File: src/rtl/core/i2bn_pkg.sv
// ---------------------------------------------------------------------------
// i2bn_pkg
// Shared types and constants for the integer to base-N digit unit.
// ---------------------------------------------------------------------------
`default_nettype none

package i2bn_pkg;

    // radix register
    localparam int RADIX_W     = 5;
    localparam int RADIX_MIN   = 2;
    localparam int RADIX_RESET = 10;

    // result word field widths
    localparam int DIGIT_OUT_W = 5;
    localparam int CHAR_W      = 7;

    // character mapping: '0'..'9', then 'A' and up
    localparam int DIGIT_MAX_DEC = 9;
    localparam int CHAR_ZERO     = 48;
    localparam int CHAR_ALPHA    = 55;  // 'A' - 10

    // one result word
    typedef struct packed {
        logic [DIGIT_OUT_W-1:0] digit;
        logic [CHAR_W-1:0]      char_code;
        logic                   last_digit;
    } t_result;

    // ASCII code of a digit (digit up to 35)
    function automatic logic [CHAR_W-1:0] char_of(input logic [5:0] d);
        logic [CHAR_W-1:0] d_ext;
        d_ext = CHAR_W'(d);
        if (d <= 6'(DIGIT_MAX_DEC)) begin
            return CHAR_W'(CHAR_ZERO) + d_ext;
        end
        return CHAR_W'(CHAR_ALPHA) + d_ext;
    endfunction

endpackage

`default_nettype wire

File: src/rtl/core/i2bn_queue.sv
// ---------------------------------------------------------------------------
// i2bn_queue
// Small synchronous FIFO with push/full and pop/empty handshakes.
// ---------------------------------------------------------------------------
`default_nettype none

module i2bn_queue #(
    parameter int DATA_W = 8,
    parameter int DEPTH  = 2
) (
    input  wire logic              i_clk,
    input  wire logic              i_rst_n,
    input  wire logic              i_push,
    input  wire logic [DATA_W-1:0] i_data,
    output logic                   o_full,
    input  wire logic              i_pop,
    output logic [DATA_W-1:0]      o_data,
    output logic                   o_empty
);

    localparam int PTR_W = (DEPTH > 1) ? $clog2(DEPTH) : 1;
    localparam int CNT_W = $clog2(DEPTH + 1);

    logic [DATA_W-1:0] r_mem [DEPTH];
    logic [PTR_W-1:0]  r_wr_ptr;
    logic [PTR_W-1:0]  r_rd_ptr;
    logic [CNT_W-1:0]  r_count;
    logic              w_do_push;
    logic              w_do_pop;

    assign o_full    = (r_count == CNT_W'(DEPTH));
    assign o_empty   = (r_count == '0);
    assign o_data    = r_mem[r_rd_ptr];
    assign w_do_push = i_push && !o_full;
    assign w_do_pop  = i_pop && !o_empty;

    // storage, no reset needed
    always_ff @(posedge i_clk) begin
        if (w_do_push) begin
            r_mem[r_wr_ptr] <= i_data;
        end
    end

    // pointers and fill count
    always_ff @(posedge i_clk) begin
        if (!i_rst_n) begin
            r_wr_ptr <= '0;
            r_rd_ptr <= '0;
            r_count  <= '0;
        end else begin
            if (w_do_push) begin
                r_wr_ptr <= (r_wr_ptr == PTR_W'(DEPTH - 1)) ? '0 : r_wr_ptr + PTR_W'(1);
            end
            if (w_do_pop) begin
                r_rd_ptr <= (r_rd_ptr == PTR_W'(DEPTH - 1)) ? '0 : r_rd_ptr + PTR_W'(1);
            end
            case ({w_do_push, w_do_pop})
                2'b10:   r_count <= r_count + CNT_W'(1);
                2'b01:   r_count <= r_count - CNT_W'(1);
                default: r_count <= r_count;
            endcase
        end
    end

endmodule

`default_nettype wire

File: src/rtl/core/i2bn_front.sv
// ---------------------------------------------------------------------------
// i2bn_front
// Input side: holds the radix register (clamped on write) and classifies
// each incoming value. Non-positive values are reduced to zero magnitude,
// which the back end turns into the single digit 0.
// ---------------------------------------------------------------------------
`default_nettype none

module i2bn_front #(
    parameter int VALUE_WIDTH = 32,
    parameter int MAX_RADIX   = 20
) (
    input  wire logic                            i_clk,
    input  wire logic                            i_rst_n,
    input  wire logic                            i_cfg_wr_en,
    input  wire logic [i2bn_pkg::RADIX_W-1:0]    i_cfg_wr_data,
    input  wire logic                            i_push,
    input  wire logic signed [VALUE_WIDTH-1:0]   i_value,
    output logic                                 o_full,
    output logic                                 o_q_push,
    output logic [VALUE_WIDTH-2:0]               o_q_mag,
    input  wire logic                            i_q_full,
    output logic [i2bn_pkg::RADIX_W-1:0]         o_radix
);

    import i2bn_pkg::*;

    logic [RADIX_W-1:0] r_radix;
    logic [RADIX_W-1:0] n_radix;

    // clamp the written base to RADIX_MIN..MAX_RADIX
    always_comb begin
        n_radix = i_cfg_wr_data;
        if (32'(i_cfg_wr_data) < 32'(RADIX_MIN)) begin
            n_radix = RADIX_W'(RADIX_MIN);
        end else if (32'(i_cfg_wr_data) > 32'(MAX_RADIX)) begin
            n_radix = RADIX_W'(MAX_RADIX);
        end
    end

    always_ff @(posedge i_clk) begin
        if (!i_rst_n) begin
            r_radix <= RADIX_W'(RADIX_RESET);
        end else if (i_cfg_wr_en) begin
            r_radix <= n_radix;
        end
    end

    assign o_radix = r_radix;

    // classify: sign bit set means nothing to convert but a zero
    assign o_full   = i_q_full;
    assign o_q_push = i_push;
    assign o_q_mag  = i_value[VALUE_WIDTH-1] ? '0 : i_value[VALUE_WIDTH-2:0];

endmodule

`default_nettype wire

File: src/rtl/core/i2bn_back.sv
// ---------------------------------------------------------------------------
// i2bn_back
// Conversion engine. Searches upward for the highest power of the base not
// above the value, stacking each smaller power; then extracts each digit by
// repeated subtraction, popping the next lower power from the stack.
// ---------------------------------------------------------------------------
`default_nettype none

module i2bn_back #(
    parameter int VALUE_WIDTH = 32,
    parameter int MAX_RADIX   = 20
) (
    input  wire logic                         i_clk,
    input  wire logic                         i_rst_n,
    input  wire logic [i2bn_pkg::RADIX_W-1:0] i_radix,
    input  wire logic                         i_mid_empty,
    input  wire logic [VALUE_WIDTH-2:0]       i_mag,
    output logic                              o_mid_pop,
    input  wire logic                         i_res_full,
    output logic                              o_res_push,
    output i2bn_pkg::t_result                 o_res_data
);

    import i2bn_pkg::*;

    localparam int MAG_W       = VALUE_WIDTH - 1;
    localparam int PROD_W      = MAG_W + RADIX_W;
    localparam int STACK_DEPTH = VALUE_WIDTH - 2;
    localparam int IDX_W       = $clog2(STACK_DEPTH);
    localparam int CNT_W       = $clog2(STACK_DEPTH + 1);
    localparam int DIGIT_W     = (MAX_RADIX > 2) ? $clog2(MAX_RADIX) : 1;

    typedef enum logic [1:0] {
        S_IDLE,
        S_SEARCH,
        S_DIGIT,
        S_LOAD
    } t_state;

    t_state             r_state, n_state;
    logic [MAG_W-1:0]   r_rem, n_rem;
    logic [MAG_W-1:0]   r_pow, n_pow;
    logic [PROD_W-1:0]  r_next, n_next;
    logic [CNT_W-1:0]   r_sp, n_sp;
    logic [DIGIT_W-1:0] r_d, n_d;
    logic [MAG_W-1:0]   r_rd_pow;
    logic [MAG_W-1:0]   r_stack [STACK_DEPTH];

    logic [PROD_W-1:0]  w_prod;
    logic [CNT_W-1:0]   w_sp_dec;
    logic [5:0]         w_d6;
    logic               w_mem_we;
    logic               w_mem_re;

    // next candidate power, registered before it is compared
    assign w_prod   = r_next[MAG_W-1:0] * i_radix;
    assign w_sp_dec = r_sp - CNT_W'(1);
    assign w_d6     = 6'(r_d);

    // result word for the current place
    assign o_res_data.digit      = w_d6[DIGIT_OUT_W-1:0];
    assign o_res_data.char_code  = char_of(w_d6);
    assign o_res_data.last_digit = (r_sp == '0);

    // sequencer
    always_comb begin
        n_state    = r_state;
        n_rem      = r_rem;
        n_pow      = r_pow;
        n_next     = r_next;
        n_sp       = r_sp;
        n_d        = r_d;
        w_mem_we   = 1'b0;
        w_mem_re   = 1'b0;
        o_mid_pop  = 1'b0;
        o_res_push = 1'b0;
        case (r_state)
            S_IDLE: begin
                if (!i_mid_empty) begin
                    o_mid_pop = 1'b1;
                    n_rem     = i_mag;
                    n_pow     = MAG_W'(1);
                    n_next    = PROD_W'(i_radix);
                    n_sp      = '0;
                    n_state   = S_SEARCH;
                end
            end
            S_SEARCH: begin
                // climb while base * power still fits in the value
                if (r_next <= PROD_W'(r_rem)) begin
                    w_mem_we = 1'b1;
                    n_sp     = r_sp + CNT_W'(1);
                    n_pow    = r_next[MAG_W-1:0];
                    n_next   = w_prod;
                end else begin
                    n_d     = '0;
                    n_state = S_DIGIT;
                end
            end
            S_DIGIT: begin
                if (r_rem >= r_pow) begin
                    n_rem = r_rem - r_pow;
                    n_d   = r_d + DIGIT_W'(1);
                end else if (!i_res_full) begin
                    o_res_push = 1'b1;
                    if (r_sp == '0) begin
                        n_state = S_IDLE;
                    end else begin
                        w_mem_re = 1'b1;
                        n_sp     = w_sp_dec;
                        n_state  = S_LOAD;
                    end
                end
            end
            S_LOAD: begin
                n_pow   = r_rd_pow;
                n_d     = '0;
                n_state = S_DIGIT;
            end
            default: begin
                n_state = S_IDLE;
            end
        endcase
    end

    // state and working registers
    always_ff @(posedge i_clk) begin
        if (!i_rst_n) begin
            r_state <= S_IDLE;
            r_sp    <= '0;
        end else begin
            r_state <= n_state;
            r_sp    <= n_sp;
        end
        r_rem  <= n_rem;
        r_pow  <= n_pow;
        r_next <= n_next;
        r_d    <= n_d;
    end

    // power stack, registered read
    always_ff @(posedge i_clk) begin
        if (w_mem_we) begin
            r_stack[r_sp[IDX_W-1:0]] <= r_pow;
        end
        if (w_mem_re) begin
            r_rd_pow <= r_stack[w_sp_dec[IDX_W-1:0]];
        end
    end

endmodule

`default_nettype wire

File: src/rtl/core/integer_to_base_n_digits_unit.sv
// ---------------------------------------------------------------------------
// integer_to_base_n_digits_unit
// Converts signed integers to digits in a base of 2..MAX_RADIX.
//
// Input channel: push/full. A word is taken at a clock edge with push high
// and full low. Result channel: empty/pop. The oldest digit word sits on
// o_digit, o_char_code and o_last_digit while empty is low; pop takes it.
// Each value yields its digits most significant first, o_last_digit on the
// units digit. Zero or negative values yield the single digit 0.
// The base is written through i_cfg_wr_en/i_cfg_wr_data (clamped, reset 10).
//
// Operation: one value at a time in the engine. It takes the value, steps
// through the power search, then for each digit subtracts repeatedly and
// pushes the digit, loading the next lower power from the stack between
// digits. Two-entry queues sit before and after the engine, so input
// keeps being taken and the engine keeps running while results wait to be
// popped; when the result queue is full the engine holds its digit.
// Reset (synchronous, active low) empties both queues and idles the engine.
// ---------------------------------------------------------------------------
`default_nettype none

module integer_to_base_n_digits_unit #(
    parameter int VALUE_WIDTH = 32,
    parameter int MAX_RADIX   = 20
) (
    input  wire logic                                i_clk,
    input  wire logic                                i_rst_n,
    input  wire logic                                i_cfg_wr_en,
    input  wire logic [i2bn_pkg::RADIX_W-1:0]        i_cfg_wr_data,
    input  wire logic                                push,
    output logic                                     full,
    input  wire logic signed [VALUE_WIDTH-1:0]       i_value,
    output logic                                     empty,
    input  wire logic                                pop,
    output logic [i2bn_pkg::DIGIT_OUT_W-1:0]         o_digit,
    output logic [i2bn_pkg::CHAR_W-1:0]              o_char_code,
    output logic                                     o_last_digit
);

    import i2bn_pkg::*;

    localparam int MAG_W   = VALUE_WIDTH - 1;
    localparam int Q_DEPTH = 2;
    localparam int RES_W   = $bits(t_result);

    logic               w_mid_push;
    logic [MAG_W-1:0]   w_mid_wdata;
    logic               w_mid_full;
    logic               w_mid_pop;
    logic [MAG_W-1:0]   w_mid_rdata;
    logic               w_mid_empty;
    logic [RADIX_W-1:0] w_radix;
    logic               w_res_push;
    logic               w_res_full;
    t_result            w_res_wdata;
    t_result            w_res_rdata;

    // front: config register and input classification
    i2bn_front #(
        .VALUE_WIDTH (VALUE_WIDTH),
        .MAX_RADIX   (MAX_RADIX)
    ) u_front (
        .i_clk         (i_clk),
        .i_rst_n       (i_rst_n),
        .i_cfg_wr_en   (i_cfg_wr_en),
        .i_cfg_wr_data (i_cfg_wr_data),
        .i_push        (push),
        .i_value       (i_value),
        .o_full        (full),
        .o_q_push      (w_mid_push),
        .o_q_mag       (w_mid_wdata),
        .i_q_full      (w_mid_full),
        .o_radix       (w_radix)
    );

    // queue between front and engine
    i2bn_queue #(
        .DATA_W (MAG_W),
        .DEPTH  (Q_DEPTH)
    ) u_mid_q (
        .i_clk   (i_clk),
        .i_rst_n (i_rst_n),
        .i_push  (w_mid_push),
        .i_data  (w_mid_wdata),
        .o_full  (w_mid_full),
        .i_pop   (w_mid_pop),
        .o_data  (w_mid_rdata),
        .o_empty (w_mid_empty)
    );

    // conversion engine
    i2bn_back #(
        .VALUE_WIDTH (VALUE_WIDTH),
        .MAX_RADIX   (MAX_RADIX)
    ) u_back (
        .i_clk       (i_clk),
        .i_rst_n     (i_rst_n),
        .i_radix     (w_radix),
        .i_mid_empty (w_mid_empty),
        .i_mag       (w_mid_rdata),
        .o_mid_pop   (w_mid_pop),
        .i_res_full  (w_res_full),
        .o_res_push  (w_res_push),
        .o_res_data  (w_res_wdata)
    );

    // result queue
    i2bn_queue #(
        .DATA_W (RES_W),
        .DEPTH  (Q_DEPTH)
    ) u_res_q (
        .i_clk   (i_clk),
        .i_rst_n (i_rst_n),
        .i_push  (w_res_push),
        .i_data  (w_res_wdata),
        .o_full  (w_res_full),
        .i_pop   (pop),
        .o_data  (w_res_rdata),
        .o_empty (empty)
    );

    assign o_digit      = w_res_rdata.digit;
    assign o_char_code  = w_res_rdata.char_code;
    assign o_last_digit = w_res_rdata.last_digit;

endmodule

`default_nettype wire

File: config.mk
export PLATFORM = sky130hd
export DESIGN_NAME = integer_to_base_n_digits_unit
export DESIGN_NICKNAME = d
export VERILOG_FILES = /design/src/rtl/core/i2bn_pkg.sv /design/src/rtl/core/i2bn_queue.sv /design/src/rtl/core/i2bn_front.sv /design/src/rtl/core/i2bn_back.sv /design/src/rtl/core/integer_to_base_n_digits_unit.sv
export SDC_FILE = /design/constraint.sdc
export NUM_CORES = 2
export LEC_CHECK = 0
export ABC_CLOCK_PERIOD_IN_PS = 14900
export BUFFER_PORTS_ARGS = -buffer_cell sky130_fd_sc_hd__buf_2
export CORE_AREA = 3 3 423 425
export CTS_BUF_LIST = sky130_fd_sc_hd__clkbuf_8
export DETAILED_ROUTE_END_ITERATION = 8
export DIE_AREA = 0 0 426 428
export MAX_ROUTING_LAYER = met4
export PLACE_DENSITY = 0.4
export SLEW_MARGIN = 20
export SYNTH_ARGS = -nofsm -noshare
export SYNTH_HDL_FRONTEND = slang
export SYNTH_SLANG_ARGS = --single-unit
File: constraint.sdc
create_clock -name i_clk -period 14.9 [get_ports i_clk]
set_input_delay 3.725 -clock i_clk [delete_from_list [all_inputs] [get_ports i_clk]]
set_output_delay 3.725 -clock i_clk [all_outputs]
set_load 0.01 [all_outputs]
# After elaboration in Yosys (flattened, before gate mapping)
# Memory sizes are Yosys's and may differ from the RTL's. A register that Yosys moved wholly into a read port is not among the register bits.
# Index checks and enable logic that the tools add are counted.
word_totals:
  regBits: 123
  ram_bits: 1018
  output_inout_bits: 15
  elab_cells: 134
  n_memories: 3
classes:
  n_addsub: 14
  n_mul: 1
  magnitude_cmp: 5
  eq_ne: 16
  n_mux: 57
  reduce_logical: 25
mem_list:
  columns: ["name", "words", "word_bits", "rd", "rd_ports_with_merged_regs", "write_ports", "line", "text"]
  rows:
  - ["u_back.r_stack", 30, 31, 1, 1, 1, "i2bn_back.sv:47", "logic [MAG_W-1:0] r_stack [STACK_DEPTH];"]
  - ["u_mid_q.r_mem", 2, 31, 1, 1, 1, "i2bn_queue.sv:24", "logic [DATA_W-1:0] r_mem [DEPTH];"]
  - ["u_res_q.r_mem", 2, 13, 1, 1, 1, "i2bn_queue.sv:24", null]
op_table:
  columns: ["cell", "n"]
  rows:
  - ["31-bit 2-to-1 mux", 5]
  - ["31-bit case mux with 3 select lines", 1]
  - ["36-bit 2-to-1 mux", 2]
  - ["36-bit case mux with 2 select lines", 1]
  - ["31-bit case mux with 2 select lines", 1]
  - ["5-bit 2-to-1 mux", 9]
  - ["36-bit by 31-bit less-or-equal comparator with 1-bit output", 1]
  - ["31-bit by 5-bit multiplier with 36-bit output", 1]
  - ["31-bit greater-or-equal comparator", 1]
  - ["31-bit subtractor", 1]
  - ["5-bit case mux with 3 select lines", 2]
  - ["1-bit 2-to-1 mux", 26]
  - ["6-bit by 5-bit adder with 7-bit output (first input constant)", 2]
  - ["7-bit 2-to-1 mux", 2]
  - ["2-bit equality test (second input constant)", 6]
  - ["3-bit AND reduction", 4]
  - ["5-bit by 1-bit adder with 5-bit output (second input constant)", 2]
  - ["2-bit 2-to-1 mux", 5]
  - ["2-bit inequality test (second input constant)", 5]
  - ["3-bit nonzero test", 3]
  - ["2-bit case mux with 2 select lines", 2]
  - ["2-bit case mux with 4 select lines", 1]
  - ["2-bit nonzero test", 4]
  - ["2-bit by 1-bit equality test with 1-bit output (second input constant)", 3]
  - ["14 further kinds", 28]

# Logic depth before layout (Yosys ltp)
logic_depth:
  depth_word: 7
  depth_mapped: 17

# By module
# From an unflattened synthesis, not the netlist that was laid out.
hier_totals:
  hier_cells: 3041
  hier_area_um2: 52791.9
by_module_without_submodules:
  columns: ["module", "n_inst", "cells_each", "area_per_inst_um2"]
  rows:
  - ["i2bn_back", 1, 2793, 48704.2]
  - ["i2bn_queue at u_mid_q", 1, 122, 2462.4]
  - ["i2bn_queue at u_res_q", 1, 66, 1168.6]
  - ["i2bn_front", 1, 60, 456.7]

# Least setup slack after synthesis
# OpenSTA, ideal clock, no wires.
synth_path:
  kind: "input to register"
  from: "in push"
  to: "mem u_mid_q.r_mem[0][0] (netlist name), enable pin"
  t_arrival_ns: 5.139
  slack_ns: 9.340
  path_stages: 2
  path_cell_list: "nand2_1 > nor2_1"
synth_via:
  elab_chain_len: 3
synth_lines:
  columns: ["item", "line", "text"]
  rows:
  - ["start: declaration", "integer_to_base_n_digits_unit.sv:30", "input wire logic push,"]
  - ["1-bit logical AND", "i2bn_queue.sv:34", "assign w_do_push = i_push && !o_full;"]
  - ["1-bit 2-to-1 mux", "i2bn_queue.sv:39", "if (w_do_push) begin"]
  - ["1-bit 2-to-1 mux (not written as such)", "i2bn_queue.sv:40", "r_mem[r_wr_ptr] <= i_data;"]
  - ["end: declaration", "i2bn_queue.sv:24", null]
# No other way between the ends.

==> impl_metrics.toml <==
[run_status]
status = "finished clean"

[timing]
tightestPinTransition_ns = 1.10
min_period_ns = 5.87
finalSetupViolCount = 0
finalSetupTns_ns = 0
skew_ns = 0.0727
fmax_ghz = 0.170
post-route-period-util = 0.394
finalHoldViolCount = 0
relSlewSlack = 0.268
rsz0062_at_grt = "false"
drv_slew = 0

[floorplanning]
die_x_um = 426
initial_core_util = 0.299
dieArea_mm2 = 0.182
ios = 57
rows = 154
core_mm2 = 0.176
dieHeight_um = 428

[final_layout]
seqCellArea_mm2 = 0.0350
fin_nets = 3501
area_growth_pct = 14.4
fill_cells = 16800
postLayoutCoreUtil = 0.342
layout-drive-gt1-share = 0.237
multiInputGateArea_mm2 = 0.0166

[grt]
overflow = 0
grt_max_degree = 127
grt.met3_usage = 0.0260
grt_first_pass_wirelength_mm = 221
grt-busiest-layer = "met2"
grt_pass1_vias = 30000
grt_util_all_layers = 0.175
gr-usage-met2 = 0.279
antenna_found_initial = 7
grt_util_met1 = 0.235

[clock_tree]
cts_root_buf = "clkbuf_8"
tritoncts = "done"
clock_sinks = 1174
clk_pin_slew_ns = 0.06
worstSkewPairLatency_ns = 0.95
clk_path_buf_depth = 3
postCtsSetupBuffers = 0
htreeDepth = 4
cts_resized = 0
numCtsBuffers = 205
hold_buffers = 0

[routing]
routed_via_density = 4.93
drt_iter0_drc = 2170
drc = 0
first_pass_iters = 5
vias = 28400
wl_per_cell_um = 27.0
wl_mm = 155
postRouteAntennaNets = 0

[worst_setup_path]
ff2ff_path_depth = 15
cp_data_arrival_time_ns = 2.14
crit_chain = "mux2_2 > buf_2"
endpoint_kind = "primary output"
critical_path_required_ns = 11.18
slowest_stage = "dfxtp_1"
cp_slowest_stage_delay_ns = 0.68
worstSetupStartpointType = "flip-flop"
critPathMaxFanout = 13
critPathKind = "reg2out"

[min_path]
hold_depth = 2
hold_class = "reg2reg"

[placement]
io_buffers = 56
dpl.hpwl_mm = 86.3
place_congestion = 0.846

[logic_synthesis]
synthDistinctLibCells = 74
synthFlopType = "edfxtp_1"
syn_inst = 3048
syn_area_mm2 = 0.0526
synth_nets = 3298
seq_area_frac_synth = 0.666
synth-seq-cells = 1174
synth_top_area_cell = "edfxtp_1"
synth-edff-count = 1152
async_reset_ff_frac = 0
yosys_warnings = 0
syn_avg_cell_area_um2 = 17.3
synth_area_leaders = "edfxtp_1 (66%), mux4_2 (12%), fa_1 (3.3%)"
synth_top_area_share = 0.657

[power_and_ir_drop]
cellPowerDensity_mw_per_mm2 = 192
power_frac_seq = 0.421
p_int_mw = 7.28
p_leak_nw = 20.2
clkPwrFrac = 0.241
switching_share = 0.369
peakVddDrop_mv = 0.0915
p_comb_frac = 0.338
switchingPower_mw = 4.26

[job]
maxCapViolations = 0
==> cell usage in the layout, fill, tap and decap left out, types with 30 or more instances in the layout <==
cell type / count
nor2_1: 77
fa_1: 88
a22o_1: 30
nand3_1: 32
mux4_2: 279
inv_1: 273
edfxtp_1: 1152
a21o_1: 33
nor2b_1: 49
nor2_4: 32
mux2_2: 86
and2_1: 125
a21oi_1: 81
nand2_1: 126
ha_1: 117
buf_2: 56
clkinv_1: 55
xnor2_1: 34
clkbuf_8: 209
o21ai_0: 71
buf_4: 59
==> final cells by class <==
cell class / count / area share
multi-input cells: 1527 / 0.276
clock inverters: 155 / 0.0154
clock buffers: 209 / 0.0478
diodes: 3 / 0.000125
flip-flops and latches: 1174 / 0.582
well taps: 2340 / 0.0487
repair buffers: 132 / 0.0170
inverters: 211 / 0.0132
==> path summary, 6_finish.rpt <==
path / endpoint / slack (ns) / from
max: o_digit[2] / 9.03 / flip-flop
min: u_back.r_state[1]$_SDFFE_PN0P_ / 0.51 / u_back.r_state[1]$_SDFFE_PN0P_
max reg2reg: u_back.r_next[35]$_SDFFCE_PN0P_ / 9.04 / u_front.o_radix[3]$_SDFFE_PN1P_
min reg2reg: u_back.r_state[1]$_SDFFE_PN0P_ / 0.51 / u_back.r_state[1]$_SDFFE_PN0P_
==> synth_stat cells, types with 22 or more instances <==
cell,instances
buf_1,24
ha_1,120
nor3_1,24
a22o_1,30
nor2_1,112
fa_1,88
mux4_2,279
xor2_1,24
xnor2_1,36
and2_1,125
o21ai_0,71
clkbuf_1,108
nand2_1,126
a21o_1,33
mux2_2,86
mux2i_1,23
nor2b_1,49
nand3_1,32
dfxtp_1,22
edfxtp_1,1152
a21oi_1,81
inv_1,211
==> metal layers <==
layer,wire (µm),up-vias
met5,0,-
li1,-,12300
met1,70300,15200
met4,3590,0
met2,75200,664
met3,6300,247
==> cells by family after synthesis <==
kind of cell / count (synthesis) / synth area share
AOI/OAI and AO/OA: 327 / 0.0417
xor gates and xnor gates: 60 / 0.00999
adders and majority gates: 208 / 0.0620
buffers and inverters: 347 / 0.0249
DFF: 1174 / 0.666
muxes: 388 / 0.142
and+or+nand+nor: 544 / 0.0534
==> stage by stage <==
stage	power [mW]	worst slack, ns	cell area, µm²	hold WS, ns	instances
final	11.5	9.03	60200	0.510	5751
after global routing	12.3	8.48	60200	0.552	5750
after CTS	11.6	8.86	60000	0.512	5736
after detailed placement	8.78	8.99	56100	0.504	5372
after global placement	8.73	9.02	56100	0.476	5370
after floorplan	7.42	9.34	52600	0.443	3048
==> flip-flops by register name, summed over array words and instances (netlist names), named ones only <==
signal	count
u_back.r_stack	930
u_mid_q.r_mem	62
u_back.r_next	36
u_back.r_pow	31
u_back.r_rd_pow	31
u_back.r_rem	31
u_res_q.r_mem	26
u_back.r_d	5
u_back.r_sp	5
u_front.o_radix	5
u_back.r_state	2
u_mid_q.r_count	2
u_res_q.r_count	2
u_mid_q.r_rd_ptr	1
u_mid_q.r_wr_ptr	1
u_res_q.r_rd_ptr	1
u_res_q.r_wr_ptr	1
==> worst max-delay path, delay by kind of cell, from the launching register on <==
kind	cells	cell delay, ns
buffers and inverters	1	0.15
flip-flops	1	0.68
multiplexers	1	0.42
==> power by group through the flow <==
stage                     logic, mW  registers, mW  clock network [mW]
after floorplan                2.73           4.69                   0
after global placement         3.72           5.01                   0
after detailed placement       3.73           5.05                   0
after CTS                      3.77           4.98                2.89
after global routing           4.37           4.90                3.04
final                          3.90           4.86                2.78
Power figures use the tool's default switching activity.
